## config.mk

```make
export PLATFORM = sky130hd
export DESIGN_NAME = led_driver_two_wire_frame_sender
export DESIGN_NICKNAME = d
export VERILOG_FILES = /design/src/ledfs_pkg.sv /design/src/ledfs_front.sv /design/src/ledfs_back.sv /design/src/led_driver_two_wire_frame_sender.sv
export SDC_FILE = /design/constraint.sdc
export NUM_CORES = 1
export LEC_CHECK = 0
export CAP_MARGIN = 20
export CORE_MARGIN = 2
export CORE_UTILIZATION = 50
export DETAILED_ROUTE_END_ITERATION = 10
export DONT_BUFFER_PORTS = 1
export GPL_ROUTABILITY_DRIVEN = 0
export HOLD_SLACK_MARGIN = 0.03
export MAX_ROUTING_LAYER = met4
export PLACE_DENSITY_LB_ADDON = 0.15
export SLEW_MARGIN = 30
export SYNTH_ARGS = -nofsm -noshare
export SYNTH_HDL_FRONTEND = slang
export SYNTH_HIERARCHICAL = 1
export SYNTH_SLANG_ARGS = --single-unit
```

## constraint.sdc

```tcl
create_clock -name clk -period 6.1 [get_ports clk]
set_input_delay 1.22 -clock clk [delete_from_list [all_inputs] [get_ports clk]]
set_output_delay 1.22 -clock clk [all_outputs]
set_load 0.05 [all_outputs]
```

## src/ledfs_pkg.sv

```systemverilog
// Shared constants, types and helper functions for the LED driver frame sender.
package ledfs_pkg;

  // Channel counts: CHANNELS sets the frame size, PORT_CH is the number of level ports
  // and current registers that the block actually has.
  localparam int CHANNELS  = 5;
  localparam int PORT_CH   = 5;
  localparam int FRAME_MAX = 1 + 2 * CHANNELS;
  localparam int IDX_W     = $clog2(FRAME_MAX);
  localparam int LEN_W     = $clog2(FRAME_MAX + 1);

  // Command bytes that open a frame.
  localparam logic [7:0] CMD_CURRENT = 8'h40;
  localparam logic [7:0] CMD_LEVEL   = 8'h66;

  // Current coding limits in mA.
  localparam logic [7:0] MA_MIN    = 8'd5;
  localparam logic [7:0] MA_MAX    = 8'd60;
  localparam logic [7:0] MA_OFFSET = 8'd4;

  // Input opcodes.
  localparam logic [1:0] OP_TICK         = 2'd0;
  localparam logic [1:0] OP_SEND_CURRENT = 2'd1;
  localparam logic [1:0] OP_SEND_LEVEL   = 2'd2;

  // Configuration register indexes.
  localparam int CFG_IDX_W = 3;
  localparam int CFG_DAT_W = 16;
  localparam logic [CFG_IDX_W-1:0] REG_RED_CURRENT   = 3'd0;
  localparam logic [CFG_IDX_W-1:0] REG_GREEN_CURRENT = 3'd1;
  localparam logic [CFG_IDX_W-1:0] REG_BLUE_CURRENT  = 3'd2;
  localparam logic [CFG_IDX_W-1:0] REG_COLD_CURRENT  = 3'd3;
  localparam logic [CFG_IDX_W-1:0] REG_WARM_CURRENT  = 3'd4;
  localparam logic [CFG_IDX_W-1:0] REG_ACK_TIMEOUT   = 3'd5;

  // Register reset values.
  localparam logic [7:0]  RGB_CURRENT_RST   = 8'd10;
  localparam logic [7:0]  WHITE_CURRENT_RST = 8'd20;
  localparam logic [15:0] ACK_TIMEOUT_RST   = 16'd125;

  // Classified input item.
  typedef enum logic [1:0] {
    KIND_TICK,
    KIND_SEND,
    KIND_IGNORE
  } kind_t;

  typedef struct packed {
    kind_t                     kind;
    logic [FRAME_MAX-1:0][7:0] bytes;
    logic [LEN_W-1:0]          length;
    logic                      sda_in;
  } item_t;

  typedef struct packed {
    logic scl;
    logic sda;
    logic busy;
    logic done;
    logic ok;
    logic online;
  } result_t;

  // Clamp a current to the legal range and code it as (mA - 4) / 2.
  function automatic logic [7:0] code_current(input logic [7:0] ma);
    logic [7:0] c;
    logic [7:0] d;
    c = ma;
    if (c < MA_MIN) c = MA_MIN;
    if (c > MA_MAX) c = MA_MAX;
    d = c - MA_OFFSET;
    return {1'b0, d[7:1]};
  endfunction

endpackage

```

## src/ledfs_front.sv

```systemverilog
// Front end: configuration registers, item classification, frame build and the item queue.
module ledfs_front (
  input  logic                              clk,
  input  logic                              rst,
  input  logic                              push,
  output logic                              full,
  input  logic [1:0]                        opcode,
  input  logic [7:0]                        red_level,
  input  logic [7:0]                        green_level,
  input  logic [7:0]                        blue_level,
  input  logic [7:0]                        cold_white_level,
  input  logic [7:0]                        warm_white_level,
  input  logic                              sda_in,
  input  logic                              cfg_write,
  input  logic [ledfs_pkg::CFG_IDX_W-1:0]   cfg_index,
  input  logic [ledfs_pkg::CFG_DAT_W-1:0]   cfg_data,
  output logic [15:0]                       ack_timeout,
  output logic                              item_valid,
  input  logic                              item_ready,
  output ledfs_pkg::item_t                  item
);

  logic [7:0]        cur_ma   [ledfs_pkg::PORT_CH];
  logic [7:0]        port_lvl [ledfs_pkg::PORT_CH];
  logic [7:0]        lvl      [ledfs_pkg::CHANNELS];
  logic [7:0]        code     [ledfs_pkg::CHANNELS];
  ledfs_pkg::item_t  new_item;
  ledfs_pkg::item_t  q [2];
  logic              wr_ptr;
  logic              rd_ptr;
  logic [1:0]        count;
  logic              push_ok;
  logic              pop_ok;

  // Configuration registers; writes beyond the list are dropped.
  always_ff @(posedge clk) begin
    if (rst) begin
      cur_ma[0]   <= ledfs_pkg::RGB_CURRENT_RST;
      cur_ma[1]   <= ledfs_pkg::RGB_CURRENT_RST;
      cur_ma[2]   <= ledfs_pkg::RGB_CURRENT_RST;
      cur_ma[3]   <= ledfs_pkg::WHITE_CURRENT_RST;
      cur_ma[4]   <= ledfs_pkg::WHITE_CURRENT_RST;
      ack_timeout <= ledfs_pkg::ACK_TIMEOUT_RST;
    end else if (cfg_write) begin
      case (cfg_index)
        ledfs_pkg::REG_RED_CURRENT:   cur_ma[0]   <= cfg_data[7:0];
        ledfs_pkg::REG_GREEN_CURRENT: cur_ma[1]   <= cfg_data[7:0];
        ledfs_pkg::REG_BLUE_CURRENT:  cur_ma[2]   <= cfg_data[7:0];
        ledfs_pkg::REG_COLD_CURRENT:  cur_ma[3]   <= cfg_data[7:0];
        ledfs_pkg::REG_WARM_CURRENT:  cur_ma[4]   <= cfg_data[7:0];
        ledfs_pkg::REG_ACK_TIMEOUT:   ack_timeout <= cfg_data;
        default: ;
      endcase
    end
  end

  assign port_lvl[0] = red_level;
  assign port_lvl[1] = green_level;
  assign port_lvl[2] = blue_level;
  assign port_lvl[3] = cold_white_level;
  assign port_lvl[4] = warm_white_level;

  // Per-channel level and current code; channels without a port read as zero.
  for (genvar g = 0; g < ledfs_pkg::CHANNELS; g++) begin : g_ch
    if (g < ledfs_pkg::PORT_CH) begin : g_port
      assign lvl[g]  = port_lvl[g];
      assign code[g] = ledfs_pkg::code_current(cur_ma[g]);
    end else begin : g_zero
      assign lvl[g]  = '0;
      assign code[g] = ledfs_pkg::code_current(8'd0);
    end
  end

  // Classify the incoming beat and build the frame it would send.
  always_comb begin
    new_item        = '0;
    new_item.sda_in = sda_in;
    case (opcode)
      ledfs_pkg::OP_TICK: begin
        new_item.kind = ledfs_pkg::KIND_TICK;
      end
      ledfs_pkg::OP_SEND_CURRENT: begin
        new_item.kind     = ledfs_pkg::KIND_SEND;
        new_item.bytes[0] = ledfs_pkg::CMD_CURRENT;
        for (int i = 0; i < ledfs_pkg::CHANNELS; i++) begin
          new_item.bytes[1 + i] = code[i];
        end
        new_item.length = ledfs_pkg::LEN_W'(1 + ledfs_pkg::CHANNELS);
      end
      ledfs_pkg::OP_SEND_LEVEL: begin
        new_item.kind     = ledfs_pkg::KIND_SEND;
        new_item.bytes[0] = ledfs_pkg::CMD_LEVEL;
        for (int i = 0; i < ledfs_pkg::CHANNELS; i++) begin
          new_item.bytes[1 + 2 * i] = {6'd0, lvl[i][7:6]};
          new_item.bytes[2 + 2 * i] = {lvl[i][5:0], 2'b00};
        end
        new_item.length = ledfs_pkg::LEN_W'(ledfs_pkg::FRAME_MAX);
      end
      default: begin
        new_item.kind = ledfs_pkg::KIND_IGNORE;
      end
    endcase
  end

  // Two-entry queue toward the bus engine.
  assign full       = (count == 2'd2);
  assign item_valid = (count != 2'd0);
  assign item       = q[rd_ptr];
  assign push_ok    = push && !full;
  assign pop_ok     = item_valid && item_ready;

  always_ff @(posedge clk) begin
    if (push_ok) begin
      q[wr_ptr] <= new_item;
    end
  end

  always_ff @(posedge clk) begin
    if (rst) begin
      wr_ptr <= 1'b0;
      rd_ptr <= 1'b0;
      count  <= 2'd0;
    end else begin
      if (push_ok) wr_ptr <= !wr_ptr;
      if (pop_ok)  rd_ptr <= !rd_ptr;
      case ({push_ok, pop_ok})
        2'b10:   count <= count + 2'd1;
        2'b01:   count <= count - 2'd1;
        default: count <= count;
      endcase
    end
  end

endmodule

```

## src/ledfs_back.sv

```systemverilog
// Back end: bus phase sequencer, frame byte store and the result queue.
module ledfs_back (
  input  logic                 clk,
  input  logic                 rst,
  input  logic [15:0]          ack_timeout,
  input  logic                 item_valid,
  output logic                 item_ready,
  input  ledfs_pkg::item_t     item,
  output logic                 empty,
  input  logic                 pop,
  output ledfs_pkg::result_t   result
);

  typedef enum logic [3:0] {
    PH_IDLE,
    PH_START1,
    PH_START2,
    PH_BIT_LOW,
    PH_BIT_HIGH,
    PH_ACK_REL,
    PH_ACK_POLL,
    PH_ACK_END,
    PH_STOP1,
    PH_STOP2
  } phase_t;

  phase_t                               phase;
  phase_t                               phase_next;
  logic [ledfs_pkg::FRAME_MAX-1:0][7:0] frame_bytes;
  logic [ledfs_pkg::IDX_W-1:0]          byte_index;
  logic [ledfs_pkg::IDX_W-1:0]          byte_index_next;
  logic [ledfs_pkg::LEN_W-1:0]          frame_length;
  logic [2:0]                           bit_index;
  logic [2:0]                           bit_index_next;
  logic [15:0]                          ack_timer;
  logic [15:0]                          ack_timer_next;
  logic [15:0]                          timer_inc;
  logic                                 abort_flag;
  logic                                 abort_next;
  logic                                 online_flag;
  logic                                 online_next;
  logic                                 load;
  logic                                 step;
  logic [7:0]                           cur_byte;
  logic                                 data_bit;
  logic                                 res_done;
  logic                                 res_ok;
  ledfs_pkg::result_t                   res;
  ledfs_pkg::result_t                   q [2];
  logic                                 wr_ptr;
  logic                                 rd_ptr;
  logic [1:0]                           count;
  logic                                 out_full;
  logic                                 pop_ok;

  assign out_full   = (count == 2'd2);
  assign item_ready = !out_full;
  assign step       = item_valid && !out_full;
  assign load       = (phase == PH_IDLE) && (item.kind == ledfs_pkg::KIND_SEND);
  assign timer_inc  = (ack_timer != 16'hFFFF) ? ack_timer + 16'd1 : ack_timer;

  // Next phase and counters for one beat.
  always_comb begin
    phase_next      = phase;
    byte_index_next = byte_index;
    bit_index_next  = bit_index;
    ack_timer_next  = ack_timer;
    abort_next      = abort_flag;
    online_next     = online_flag;
    res_done        = 1'b0;
    res_ok          = 1'b0;
    if (phase == PH_IDLE) begin
      if (load) begin
        byte_index_next = '0;
        bit_index_next  = '0;
        ack_timer_next  = '0;
        abort_next      = 1'b0;
        phase_next      = PH_START1;
      end
    end else if (item.kind == ledfs_pkg::KIND_TICK) begin
      case (phase)
        PH_START1:  phase_next = PH_START2;
        PH_START2:  phase_next = PH_BIT_LOW;
        PH_BIT_LOW: phase_next = PH_BIT_HIGH;
        PH_BIT_HIGH: begin
          if (bit_index != 3'd7) begin
            bit_index_next = bit_index + 3'd1;
            phase_next     = PH_BIT_LOW;
          end else begin
            phase_next = PH_ACK_REL;
          end
        end
        PH_ACK_REL: begin
          ack_timer_next = '0;
          phase_next     = PH_ACK_POLL;
        end
        PH_ACK_POLL: begin
          if (!item.sda_in) begin
            phase_next = PH_ACK_END;
          end else begin
            ack_timer_next = timer_inc;
            if (timer_inc >= ack_timeout) begin
              abort_next = 1'b1;
              phase_next = PH_ACK_END;
            end
          end
        end
        PH_ACK_END: begin
          if (!abort_flag &&
              (ledfs_pkg::LEN_W'(byte_index) + ledfs_pkg::LEN_W'(1)) < frame_length) begin
            byte_index_next = byte_index + ledfs_pkg::IDX_W'(1);
            bit_index_next  = '0;
            phase_next      = PH_BIT_LOW;
          end else begin
            phase_next = PH_STOP1;
          end
        end
        PH_STOP1: phase_next = PH_STOP2;
        PH_STOP2: begin
          res_done    = 1'b1;
          res_ok      = !abort_flag;
          online_next = !abort_flag;
          phase_next  = PH_IDLE;
        end
        default: phase_next = PH_IDLE;
      endcase
    end
  end

  // Line drive for the phase reached by this beat.
  assign cur_byte = frame_bytes[byte_index_next];
  assign data_bit = cur_byte[3'd7 - bit_index_next];

  always_comb begin
    res.scl    = 1'b0;
    res.sda    = 1'b0;
    res.busy   = (phase_next != PH_IDLE);
    res.done   = res_done;
    res.ok     = res_ok;
    res.online = online_next;
    case (phase_next)
      PH_START1:   begin res.scl = 1'b0; res.sda = 1'b1;      end
      PH_START2:   begin res.scl = 1'b1; res.sda = 1'b1;      end
      PH_BIT_LOW:  begin res.scl = 1'b1; res.sda = !data_bit; end
      PH_BIT_HIGH: begin res.scl = 1'b0; res.sda = !data_bit; end
      PH_ACK_REL:  begin res.scl = 1'b1; res.sda = 1'b0;      end
      PH_ACK_POLL: begin res.scl = 1'b0; res.sda = 1'b0;      end
      PH_ACK_END:  begin res.scl = 1'b1; res.sda = 1'b0;      end
      PH_STOP1:    begin res.scl = 1'b1; res.sda = 1'b1;      end
      PH_STOP2:    begin res.scl = 1'b0; res.sda = 1'b1;      end
      default:     begin res.scl = 1'b0; res.sda = 1'b0;      end
    endcase
  end

  // Sequencer state.
  always_ff @(posedge clk) begin
    if (rst) begin
      phase        <= PH_IDLE;
      byte_index   <= '0;
      frame_length <= '0;
      bit_index    <= '0;
      ack_timer    <= '0;
      abort_flag   <= 1'b0;
      online_flag  <= 1'b0;
    end else if (step) begin
      phase       <= phase_next;
      byte_index  <= byte_index_next;
      bit_index   <= bit_index_next;
      ack_timer   <= ack_timer_next;
      abort_flag  <= abort_next;
      online_flag <= online_next;
      if (load) frame_length <= item.length;
    end
  end

  // Frame byte store, loaded whole when a frame starts.
  always_ff @(posedge clk) begin
    if (step && load) begin
      frame_bytes <= item.bytes;
    end
  end

  // Two-entry result queue.
  assign empty  = (count == 2'd0);
  assign result = q[rd_ptr];
  assign pop_ok = pop && !empty;

  always_ff @(posedge clk) begin
    if (step) begin
      q[wr_ptr] <= res;
    end
  end

  always_ff @(posedge clk) begin
    if (rst) begin
      wr_ptr <= 1'b0;
      rd_ptr <= 1'b0;
      count  <= 2'd0;
    end else begin
      if (step)   wr_ptr <= !wr_ptr;
      if (pop_ok) rd_ptr <= !rd_ptr;
      case ({step, pop_ok})
        2'b10:   count <= count + 2'd1;
        2'b01:   count <= count - 2'd1;
        default: count <= count;
      endcase
    end
  end

endmodule

```

## src/led_driver_two_wire_frame_sender.sv

```systemverilog
// Top level of the two-wire frame sender for a five-channel LED driver.
//
//   Channel   Handshake          Payload
//   input     push / full        opcode, five channel levels, sda_in
//   result    empty / pop        scl_drive_low, sda_drive_low, busy_res,
//                                frame_done, frame_ok, link_online
//   config    cfg_valid / ready  cfg_index, cfg_data
//
// Every accepted beat gives exactly one result beat, through the registered front queue and result queue.
// One beat per cycle is sustained; the front queue and the result queue hold two
// entries each, so a stalled result side fills them and then raises full.
// cfg_ready is always high. Reset is synchronous and empties both queues.
module led_driver_two_wire_frame_sender (
  input  logic                              clk,
  input  logic                              rst,
  input  logic                              push,
  output logic                              full,
  input  logic [1:0]                        opcode,
  input  logic [7:0]                        red_level,
  input  logic [7:0]                        green_level,
  input  logic [7:0]                        blue_level,
  input  logic [7:0]                        cold_white_level,
  input  logic [7:0]                        warm_white_level,
  input  logic                              sda_in,
  output logic                              empty,
  input  logic                              pop,
  output logic                              scl_drive_low,
  output logic                              sda_drive_low,
  output logic                              busy_res,
  output logic                              frame_done,
  output logic                              frame_ok,
  output logic                              link_online,
  input  logic                              cfg_valid,
  output logic                              cfg_ready,
  input  logic [ledfs_pkg::CFG_IDX_W-1:0]   cfg_index,
  input  logic [ledfs_pkg::CFG_DAT_W-1:0]   cfg_data
);

  logic               item_valid;
  logic               item_ready;
  ledfs_pkg::item_t   item;
  ledfs_pkg::result_t result;
  logic [15:0]        ack_timeout;

  assign cfg_ready = 1'b1;

  // Front end: registers, classification, frame build and the item queue.
  ledfs_front u_front (
    .clk              (clk),
    .rst              (rst),
    .push             (push),
    .full             (full),
    .opcode           (opcode),
    .red_level        (red_level),
    .green_level      (green_level),
    .blue_level       (blue_level),
    .cold_white_level (cold_white_level),
    .warm_white_level (warm_white_level),
    .sda_in           (sda_in),
    .cfg_write        (cfg_valid && cfg_ready),
    .cfg_index        (cfg_index),
    .cfg_data         (cfg_data),
    .ack_timeout      (ack_timeout),
    .item_valid       (item_valid),
    .item_ready       (item_ready),
    .item             (item)
  );

  // Back end: bus phase sequencer and the result queue.
  ledfs_back u_back (
    .clk         (clk),
    .rst         (rst),
    .ack_timeout (ack_timeout),
    .item_valid  (item_valid),
    .item_ready  (item_ready),
    .item        (item),
    .empty       (empty),
    .pop         (pop),
    .result      (result)
  );

  assign scl_drive_low = result.scl;
  assign sda_drive_low = result.sda;
  assign busy_res      = result.busy;
  assign frame_done    = result.done;
  assign frame_ok      = result.ok;
  assign link_online   = result.online;

endmodule

```

# == After elaboration in Yosys (flattened, before gate mapping) ==
# Memories as Yosys holds them, arrays and structs flattened. A register that Yosys moved wholly into a read port is not among the register bits.
# Index checks and enable logic that the tools add are counted.
# totals
regBits,145
latch_bits,0
ramBits,240
romBits,0
input_bits,67
out_inout_bits,9
elab_cells,227
n_memories,3
# mem_list
memory,words,word_bits,rd,rd_clocked_by_memory_dff,write_ports,line_no,source
u_front.q,2,94,1,1,1,ledfs_front.sv:28,ledfs_pkg::item_t q [2];
u_front.cur_ma,5,8,5,0,5,ledfs_front.sv:23,logic [7:0] cur_ma [ledfs_pkg::PORT_CH];
u_back.q,2,6,1,1,1,ledfs_back.sv:49,ledfs_pkg::result_t q [2];
# classes
add_sub_neg,13
n_mul,0
div,0
n_lt_le_gt_ge,14
eq_ne,35
n_shift,0
n_mux,95
n_bitwise,5
reduce_logical,37
# ops
cell,count
$mux W8,16
$pmux W51 S2,1
$mux W16,5
$mux W1,46
$mux W4,11
$gt A8 B6 Y1 const B,5
$lt A8 B3 Y1 const B,5
$mux W40,1
$sub A8 B3 Y8 const B,5
$bmux W8 S4,1
$pmux W16 S2,1
$pmux W4 S8,1
$eq A4 B3 Y1 const B,7
$mux W3,6
$add A16 B1 Y16 const B,1
$eq A4 B2 Y1 const B,4
$eq A4 B4 Y1 const B,4
$ge A16 B16 Y1,1
$ne A16 B16 Y1 const B,1
$reduce_bool A2 Y1,7
$pmux W2 S2,3
$eq A2 B2 Y1 const B,5
$pmux W2 S5,1
$logic_not A1 Y1,9
29 further kinds,52

# == Logic depth before layout (Yosys ltp) ==
# Gate-level depths: netlist of the first run.
# logic_depth
depth_word,13
depth_mapped,18

# == Modules after synthesis ==
# Netlist of the first run, hierarchy kept.
# by_module_without_submodules
module,instances,cells_per_inst,area_each_um2,seq_area_each_um2
ledfs_front,1,530,7733.7,5315.1
ledfs_back,1,668,7154.4,3763.6
led_driver_two_wire_frame_sender,1,2,11.3,0.0

# == Least setup slack after synthesis of the first run ==
# OpenSTA, ideal clock, no wires.
# synth_timing
path_kind,reg2reg
startpoint,register (tool-made name)
endpoint,register u_back/frame_bytes[0] (netlist bit) (enable)
arrival_ps,5467
slack_ps,91
path_stages_with_launch,9
synth_period_minus_slack_ps,6009
cell_sequence,dfxtp_1 buf_2 buf_2 mux2_2 buf_4 nor4b_2 nand2_1 clkbuf_1 nor2_1
# synth_lines
item,line_no,source
end signal: assignment,ledfs_back.sv:179,frame_bytes <= item.bytes;
end: declaration,ledfs_back.sv:29,logic [ledfs_pkg::FRAME_MAX-1:0][7:0] frame_bytes;

==> out/metrics.yaml, run 1 <==
drv_cap: 0
cts_setup_buffers: 0
cts_resized: 0
fin_ws_ns: 1.078
synth-edff-count: 263
startpoint_type: "flop"
cts_buffers: 34
wire_per_inst_um: 18.55
synth_warnings: 6
grt_pass1_wl_um: 47730
cts_tree: "built"
fill_cells: 2527
grt.total_usage: 0.2015
grt_pass1_vias: 8718
fin_crit_sh: 0.8232
root_buffer: "clkbuf_16"
rows: 63
ys_types: 79
worstPathRequired_ns: 6.34
timing.critical_path.from: "u_back/ack_timer[5]$_SDFFE_PP0P_"
path_max_fanout: 11
endpoint: "u_back/q[0][4]$_DFFE_PP_"
grt-ovfl-total: 0
die_w_um: 176.6
synthFlopType: "edfxtp_1"
r2r_end: "u_back/q[0][4]$_DFFE_PP_"
async_flop_share: 0
syn_inst: 1200
cts.clk_slew.worst_paths_ns: 0.07
synth_area_um2: 14900
drt_iter0_drc: 709
grt_start_max_net_pins: 66
setup_violations: 0
leakagePower_nw: 5.776
post-route-drc-count: 0
ys_seq_area_frac: 0.6093
hold_viol: 0
final.setup_skew_ns: 0.01858
worst_slew_pin_slew_ns: 0.9541
cp.arrival_ns: 5.27
clk_latency_ns: 0.51
place_ws_ns: 1.205
pin_count: 76
dp_hpwl_um: 19790
port_buffers: 0
setup_tns_ns: 0
ant_nets: 0
cts-htree-levels: 2
hold_class: "flop to flop"
avgSynthCellArea_um2: 12.42
drive_above_1_share: 0.1310
min_period_ns: 5.022
r2r_start: "u_back/ack_timer[5]$_SDFFE_PP0P_"
powerDensity_nw_per_um2: 389.1
slew_headroom: 0.3616
crit_type: "flop to flop"
start_util: 0.5054
synth-seq-cells: 322
die_area_um2: 31190
holdBufCountCts: 0
nets: 1290
antenna_cells: 0
die_h_um: 176.6
area_delta_synth_final_pct: 8.759
rsz0062_at_grt: "no"
cts_sinks: 322
core_area_um2: 29480
holdCritStartpoint: "u_back/online_flag$_SDFFE_PP0P_"
ir_drop_uv: 261.9
clk_path_buf_depth: 3
drv_slew: 0
routed_wl_um: 29760
fmaxAchievable_mhz: 199.1
outcome: "completed"
dr_total_vias: 8950
antenna_found_initial: 0
dr.pass1.iters: 4
ff2ff_path_depth: 17
end_kind: "flop"
r2r_slack_ns: 1.08
viasPerCell: 5.580
==> worst min path at each step <==
| stage | endpoint | slack (ns) | depth (start not counted) |
|---|---|---|---|
| 3_5_place_dp | u_front/ack_timeout[13]$_SDFFE_PP0P_ | 0.44 | 2 |
| 6_report | u_back/online_flag$_SDFFE_PP0P_ | 0.45 | 2 |
| 2_1_floorplan | u_front/ack_timeout[10]$_SDFFE_PP0P_ | 0.44 | 2 |
| 3_3_place_gp | u_back/online_flag$_SDFFE_PP0P_ | 0.44 | 2 |
| 4_1_cts | u_back/online_flag$_SDFFE_PP0P_ | 0.45 | 2 |
| 5_1_grt | u_back/online_flag$_SDFFE_PP0P_ | 0.47 | 2 |
==> cell type report <==
| cell class | instances | area (um2) | share of cell area |
|---|---|---|---|
| clock inverters | 13 | 140.1 | 0.008648 |
| repair buffers | 9 | 100.1 | 0.006177 |
| inverters | 32 | 120.1 | 0.007413 |
| well taps | 390 | 488.0 | 0.03011 |
| multi-input cells | 791 | 5325 | 0.3286 |
| flip-flops and latches | 322 | 9080 | 0.5603 |
| clock buffers | 47 | 950.9 | 0.05868 |
==> state kept, by name (all words and copies together) (netlist names), 2 cells and up, named ones only <==
signal               count
u_back/count             2
u_front/ack_timeout     16
u_back/frame_length      4
u_back/q                12
u_back/phase             4
u_front/q              128
u_back/bit_index         3
u_back/byte_index        4
u_front/count            2
u_front/cur_ma          35
u_back/frame_bytes      88
u_back/ack_timer        16
==> per-layer routing <==
metal  track usage  vias to the layer above  share of wire
met2        0.3159                      211           0.47
met3       0.03544                       48          0.054
li1              -                     4388              -
met4       0.04959                        0          0.018
met5             -                        -              0
met1        0.2750                     4303           0.46
==> layout by cell type, fill, tap and decap left out, drive strengths merged, types with 10 or more instances in the layout <==
master / count
nor3: 32
nand3: 19
ha: 33
mux2i: 28
nor2: 96
a22oi: 14
conb: 32
o21ai: 44
nand4: 13
nand3b: 13
clkbuf: 47
xor2: 14
dfxtp: 59
a31oi: 10
and3: 11
edfxtp: 263
nand2: 95
a21oi: 71
inv: 33
and2: 37
xnor2: 11
a211oi: 12
mux2: 75
nand2b: 14
==> through the flow <==
| step | instances | hold slack [ns] | util | cell area (um2) | total power [mW] |
|---|---|---|---|---|---|
| floorplan | 1230 | 0.4363 | - | 15010 | 4.060 |
| global placement | 1543 | 0.4368 | 0.5117 | 15090 | 4.314 |
| detailed placement | 1544 | 0.4424 | 0.5126 | 15110 | 4.339 |
| CTS | 1604 | 0.4504 | 0.5497 | 16200 | 6.375 |
| global route | 1604 | 0.4693 | 0.5497 | 16200 | 6.619 |
| finish | 1604 | 0.4516 | 0.5497 | 16200 | 6.305 |
==> cell usage after synthesis, drive strengths merged (10+ instances only) <==
library cell	instances	share of area
a22oi	14	0.0071
o21ai	44	0.015
mux2i	28	0.019
edfxtp	263	0.53
nand3	19	0.0064
a31oi	10	0.0042
nand2b	14	0.0059
inv	32	0.0081
xnor2	11	0.0065
dfxtp	59	0.079
and3	11	0.0046
and2	37	0.016
a21oi	71	0.026
clkbuf	26	0.0065
nand2	95	0.024
ha	33	0.028
xor2	14	0.0082
buf	59	0.027
nor2	96	0.025
mux2	75	0.057
nand3b	13	0.0065
a211oi	12	0.0064
nand4	13	0.0055
nor3	32	0.011
==> where the power goes <==
group	switching (mW)	internal (mW)	leakage, nW
Clock	0.799	1.22	0.530
Combinational	0.857	0.479	2.28
Sequential	0.166	2.79	2.97
Total	1.82	4.48	5.78
==> cell families (layout without fill, tap and decap cells) <==
kind of cell             after synthesis  after routing  share of synthesized area
AND/OR/NAND/NOR                      380            380                     0.1315
XOR/XNOR                              25             25                    0.01470
flip-flops                           322            322                     0.6093
adder cells (fa/ha/maj)               33             33                    0.02771
other                                  2             32                  0.0005041
buffers and inverters                117            101                    0.04140
AO/OA/AOI/OAI                        216            216                    0.09632
multiplexers                         105            105                    0.07852
==> worst max-delay path, stage by stage, from the launching register on <==
cell and delay [ns]:
dfxtp_1 0.41, nand2_1 0.13, nor4_1 0.52, and3_1 0.30
nand3_1 0.38, and4_1 0.44, and3_1 0.25, xor2_1 0.16
ha_1 0.29, and3_1 0.19, a2111o_1 0.41, a31oi_1 0.14
o21ai_0 0.17, o21ai_0 0.20, nand3_1 0.21, mux2i_1 0.21
a41oi_1 0.07, a32o_1 0.29
Note: power is estimated with default switching activity, not from simulation.
==> run 2, diff against run 1 <==
clock period = 4.6 ns   (was 6.1 ns; I/O delays follow)
==> run 2 against run 1 <==
Compared with the run above: routed wire length rose by 0.68%; register-to-register slack worse by 0.67 ns; setup slack got worse by 0.67 ns; sequential power is 32% higher; sequential share of layout area is 0.46 points lower; critical path depth stayed put; clock power rose by 34%; critical endpoint is now u_back/q[1][4]$_DFFE_PP_; largest cell class unchanged; highest routed layer unchanged.
==> out/metrics.yaml, run 2 (same netlist as run 1, synthesis figures left out) <==
outcome: "completed"
slew_headroom: 0.3804  # +0.01881
r2r_start: "u_back/ack_timer[5]$_SDFFE_PP0P_"
drt_iter0_drc: 673  # -5.1%
ff_latch_area_um2: 9080  # unchanged
hold_end: "u_front/ack_timeout[1]$_SDFFE_PP0P_"
dp_cells: 1560  # +1.0%
leakagePower_nw: 5.880  # +1.8%
clk_latency_ns: 0.52  # about the same
core_area_um2: 29480  # unchanged
whs_ns: 0.4509  # -0.0007730 ns
port_buffers: 0  # unchanged
hold_depth: 2  # unchanged
grt.total_usage: 0.2006  # -0.0009682
die_area_um2: 31190  # unchanged
grt-ovfl-total: 0  # unchanged
drv_cap: 0  # unchanged
root_buffer: "clkbuf_16"
rsz0062_at_grt: "no"
cts-htree-levels: 2  # unchanged
pin_count: 76  # unchanged
viasPerCell: 5.521  # -1.1%
start_util: 0.5054  # unchanged
worstPathCellList: "nand2_1, nor4_2, and3_1, nand3_1, and4_1, and3_1, xor2_1, ha_1, and3_1, a2111o_1, a31oi_1, o21ai_1, o21ai_1, nand3_2, mux2i_1, a41oi_1, a32o_1"
slowest_delay_ns: 0.40  # -0.12 ns
startpoint_type: "flop"
ir_drop_uv: 295.4  # +13%
powerDensity_nw_per_um2: 515.1  # +32%
holdBufCountCts: 0  # unchanged
largest_reg_flops: 128  # unchanged
cp_slowest_cell: "a2111o_1"
holdCritStartpoint: "u_front/ack_timeout[1]$_SDFFE_PP0P_"
hold_class: "flop to flop"
reg.largest.list: "u_front/q x128, u_back/frame_bytes x88, u_front/cur_ma x35"
die_w_um: 176.6  # unchanged
end_kind: "flop"
cts.clk_slew.worst_paths_ns: 0.06  # about the same
grt_pass1_vias: 8767  # +0.56%
placed_cell_area_um2: 15210  # +0.66%
cts_buffers: 35  # +2.9%
place_ws_ns: 0.2122  # -0.9926 ns
drv_slew: 0  # unchanged
finish.utilization: 0.5542  # +0.004584
path_max_fanout: 5  # -6
ff2ff_path_depth: 17  # unchanged
grt_start_max_net_pins: 66  # unchanged
routed_wl_um: 29960  # +0.68%
drive_above_1_share: 0.1475  # +0.01652
antenna_cells: 0  # unchanged
ant_nets: 0  # unchanged
worst_slew_pin_slew_ns: 0.9260  # -0.02811 ns
dr.pass1.iters: 5  # +1
crit_type: "flop to flop"
min_period_ns: 4.197  # -0.8250 ns
wire_per_inst_um: 18.45  # -0.56%
fin_crit_sh: 0.9123  # +0.08908
stdcell_area_um2: 16340  # +0.83%
setup_tns_ns: 0  # unchanged
cp.arrival_ns: 4.45  # -0.82 ns
grt_pass1_wl_um: 47650  # -0.17%
fill_cells: 2491  # -1.4%
nets: 1307  # +1.3%
post-route-drc-count: 0  # unchanged
multi_input_area_um2: 5336  # +0.21%
final.setup_skew_ns: 0.01489  # -0.003692 ns
worstPathRequired_ns: 4.85  # -1.49 ns
final_cell_mix: "263 x edfxtp_1, 94 x nand2_1, 92 x nor2_1, 75 x mux2_2, 68 x a21oi_1"
rows: 63  # unchanged
final_common_cell: "edfxtp_1"
r2r_end: "u_back/q[1][4]$_DFFE_PP_"
area_delta_synth_final_pct: 9.666
antenna_found_initial: 0  # unchanged
hold_viol: 0  # unchanged
fmaxAchievable_mhz: 238.3  # +20%
dp_hpwl_um: 20400  # +3.1%
crit_top_cell: "and3_1"
power_mw: 8.416  # +33%
setup_violations: 0  # unchanged
instances_no_fill: 1624  # +1.2%
r2r_slack_ns: 0.40  # -0.67 ns
fin_ws_ns: 0.4034  # -0.6750 ns
cts_tree: "built"
clk_path_buf_depth: 3  # unchanged
die_h_um: 176.6  # unchanged
dr_total_vias: 8966  # +0.18%
cts_sinks: 322  # unchanged
top_register: "u_front/q"
run 2: cell count changes in the layout (fill, tap and decap cells not counted), sizes merged:
cell	before	now
clkinvlp	1	0
clkbuf	47	44
bufinv	3	2
buf	9	25
clkinv	8	15
inv	33	35
run 2: metal layers:
metal	global-route usage	wire length (um)	vias up	share of wire
met1	0.2705	13660	4315	0.46
met2	0.3180	14280	188	0.48
li1	-	-	4428	-
met5	-	0	-	0
met3	0.03501	1548	35	0.052
met4	0.04924	472	0	0.016
run 2: area by class of cell:
class                      count  area share
multi-input combinational    791      0.3266
clock buffer                  44     0.05827
inverter                      32    0.007351
clock inverter                20    0.009955
tap                          390     0.02986
sequential                   322      0.5557
timing repair buffer          25     0.01225
run 2: how the worst max path moves through the flow:
stage	depth (start not counted)	start	endpoint	slack [ns]
2_1_floorplan	8	flop	u_back/frame_bytes[0]$_DFFE_PP_	0.14
3_3_place_gp	17	u_back/ack_timer[5]$_SDFFE_PP0P_	u_back/q[0][4]$_DFFE_PP_	0.34
3_5_place_dp	17	u_back/ack_timer[5]$_SDFFE_PP0P_	u_back/q[1][4]$_DFFE_PP_	0.21
4_1_cts	17	u_back/ack_timer[3]$_SDFFE_PP0P_	u_back/q[1][4]$_DFFE_PP_	0.18
5_1_grt	18	u_back/ack_timer[2]$_SDFFE_PP0P_	u_back/q[1][4]$_DFFE_PP_	0.006
6_report	17	u_back/ack_timer[5]$_SDFFE_PP0P_	u_back/q[1][4]$_DFFE_PP_	0.40
run 2: repair_timing:
item	CTS	global route
setup endpoints to repair	0	6
setup buffers	0	0
gates resized for setup	0	4
run 2: critical path, delay by kind of cell, from the launching register on:
kind                     cells  cell delay (ns)
AO/OA/AOI/OAI                6             1.23
XOR/XNOR                     1             0.16
adder cells (fa/ha/maj)      1             0.29
flip-flops                   1             0.38
multiplexers                 1             0.18
AND/OR/NAND/NOR              8             1.68
run 2: power breakdown:
group | total, mW | leakage, nW | internal, mW | switching [mW]
Sequential | 3.89 | 2.97 | 3.70 | 0.194
Combinational | 1.83 | 2.36 | 0.669 | 1.16
Clock | 2.70 | 0.556 | 1.59 | 1.11
Total | 8.42 | 5.88 | 5.96 | 2.46
==> run 3, diff against run 2 <==
CTS_BUF_LIST = sky130_fd_sc_hd__clkbuf_8   (was default)
SKIP_LAST_GASP = 1   (was default)
==> run 3 against run 2 <==
Compared with the run above: clock power fell by 12%; setup slack got worse by 0.035 ns; global-route usage rose by 0.11 points; critical path type unchanged; largest cell class unchanged.
==> out/metrics.yaml, run 3 (same netlist as run 1, synthesis figures left out) <==
outcome: "completed"
finish.utilization: 0.5509  # -0.003353
drv_slew: 0  # unchanged
drv_cap: 0  # unchanged
instances_no_fill: 1656  # +2.0%
antenna_cells: 0  # unchanged
dp_cells: 1560  # unchanged
drt_iter0_drc: 697  # +3.6%
place_ws_ns: 0.2122  # unchanged
busiest_layer: "met2"
routed_wl_um: 30310  # +1.2%
startpoint_type: "flop"
cp.arrival_ns: 4.53  # +0.08 ns
slowest_delay_ns: 0.40  # about the same
cts_sinks: 322  # unchanged
critical_path.top_delay_family: "simple AND/OR/NAND/NOR gates"
antenna_found_initial: 0  # unchanged
die_area_um2: 31190  # unchanged
grt_start_max_net_pins: 66  # unchanged
rsz0062_at_grt: "no"
hold_depth: 1  # -1
hold_class: "input port to flop"
leakagePower_nw: 5.904  # +0.42%
cts_tree: "built"
fin_crit_sh: 0.9198  # +0.007525
reg.largest.list: "u_front/q x128, u_back/frame_bytes x88, u_front/cur_ma x35"
met2_usage: 0.3182  # about the same
crit_top_cell: "and3_1"
wire_per_inst_um: 18.30  # -0.78%
cp_slowest_cell: "a2111o_1"
min_period_ns: 4.231  # +0.03462 ns
met1_usage: 0.2682  # -0.002253
setup_violations: 0  # unchanged
die_w_um: 176.6  # unchanged
nets: 1325  # +1.4%
worstPathRequired_ns: 4.90  # +0.05 ns
rows: 63  # unchanged
cts.clk_slew.worst_paths_ns: 0.06  # about the same
path_max_fanout: 5  # unchanged
grt_pass1_vias: 8918  # +1.7%
ff2ff_path_depth: 17  # unchanged
worstPathCellList: "nand2_1, nor4_2, and3_1, nand3_1, and4_1, and3_1, xor2_1, ha_1, and3_1, a2111o_1, a31oi_1, o21ai_1, o21ai_1, nand3_2, mux2i_1, a41oi_1, a32o_1"
powerDensity_nw_per_um2: 498.4  # -3.2%
cp.depth: 17  # unchanged
hold_viol: 0  # unchanged
clk_latency_ns: 0.58  # +0.06 ns
placed_cell_area_um2: 15210  # unchanged
fin_ws_ns: 0.3688  # -0.03462 ns
dr_total_vias: 9114  # +1.7%
final_cell_mix: "263 x edfxtp_1, 94 x nand2_1, 92 x nor2_1, 75 x mux2_2, 68 x a21oi_1"
grt.total_usage: 0.2017  # +0.001122
dp_hpwl_um: 20400  # unchanged
largest_reg_flops: 128  # unchanged
core_area_um2: 29480  # unchanged
fill_cells: 2519  # +1.1%
end_kind: "flop"
pin_count: 76  # unchanged
clk_path_buf_depth: 3  # unchanged
final.setup_skew_ns: 0.02717  # +0.01227 ns
top_register: "u_front/q"
grt-ovfl-total: 0  # unchanged
met3_usage: 0.03887  # +0.003866
post-route-drc-count: 0  # unchanged
viasPerCell: 5.504  # -0.31%
start_util: 0.5054  # unchanged
holdBufCountCts: 0  # unchanged
ant_nets: 0  # unchanged
area_delta_synth_final_pct: 9.003
dr.pass1.iters: 5  # unchanged
worst_slew_pin_slew_ns: 0.9260  # +0.000002444 ns
setup_tns_ns: 0  # unchanged
critPathBufInv: 0  # unchanged
crit_type: "flop to flop"
root_buffer: "clkbuf_8"
die_h_um: 176.6  # unchanged
cts_buffers: 53  # +51%
stdcell_area_um2: 16240  # -0.60%
port_buffers: 0  # unchanged
grt_pass1_wl_um: 48000  # +0.74%
drive_above_1_share: 0.1611  # +0.01365
power_mw: 8.095  # -3.8%
cts-htree-levels: 2  # unchanged
whs_ns: 0.4219  # -0.02901 ns
fmaxAchievable_mhz: 236.3  # -0.82%
r2r_slack_ns: 0.37  # -0.03 ns
ir_drop_uv: 266.9  # -9.7%
slew_headroom: 0.3804  # about the same
final_common_cell: "edfxtp_1"
[run 3: cell count changes in the layout (fill, tap and decap cells not counted)]
cell / delta
clkbuf_8: +57
clkbuf_16: -37
inv_1: +15
clkbuf_1: -7
clkinv_1: +2
clkinvlp_4: +2
clkinv_2: +1
inv_16: -1
inv_4: -1
inv_8: +1
[run 3: worst paths after layout]
check                                 startpoint                             endpoint
min reg2reg  u_front/ack_timeout[1]$_SDFFE_PP0P_  u_front/ack_timeout[1]$_SDFFE_PP0P_
min                                          rst    u_back/byte_index[2]$_SDFFE_PP0P_
max             u_back/ack_timer[5]$_SDFFE_PP0P_             u_back/q[1][4]$_DFFE_PP_
max reg2reg     u_back/ack_timer[5]$_SDFFE_PP0P_             u_back/q[1][4]$_DFFE_PP_
[run 3: power by group]
group	switching, mW	total (mW)	internal, mW
sequential	0.195	3.89	3.70
clock	1.11	2.37	1.26
combinational	1.16	1.83	0.670
[run 3: final cells by class]
type | instances | area (um2) | share of cell area
Timing Repair Buffer | 25 | 200.2 | 0.01233
Clock buffer | 57 | 784.5 | 0.04830
Inverter | 32 | 120.1 | 0.007396
Multi-Input combinational cell | 791 | 5336 | 0.3286
Tap cell | 390 | 488.0 | 0.03005
Sequential cell | 322 | 9080 | 0.5591
Clock inverter | 39 | 231.5 | 0.01425
[run 3: per-layer routing]
metal,up-vias,part of all wire
met4,0,0.021
met1,4365,0.45
met3,56,0.055
met5,-,0
li1,4472,-
met2,221,0.47
[run 3: repair_timing]
action,in CTS,in global routing
setup buffers,0,0
endpoints found under the hold margin,0,0
endpoints found under the setup margin,0,6
resized for setup,0,4
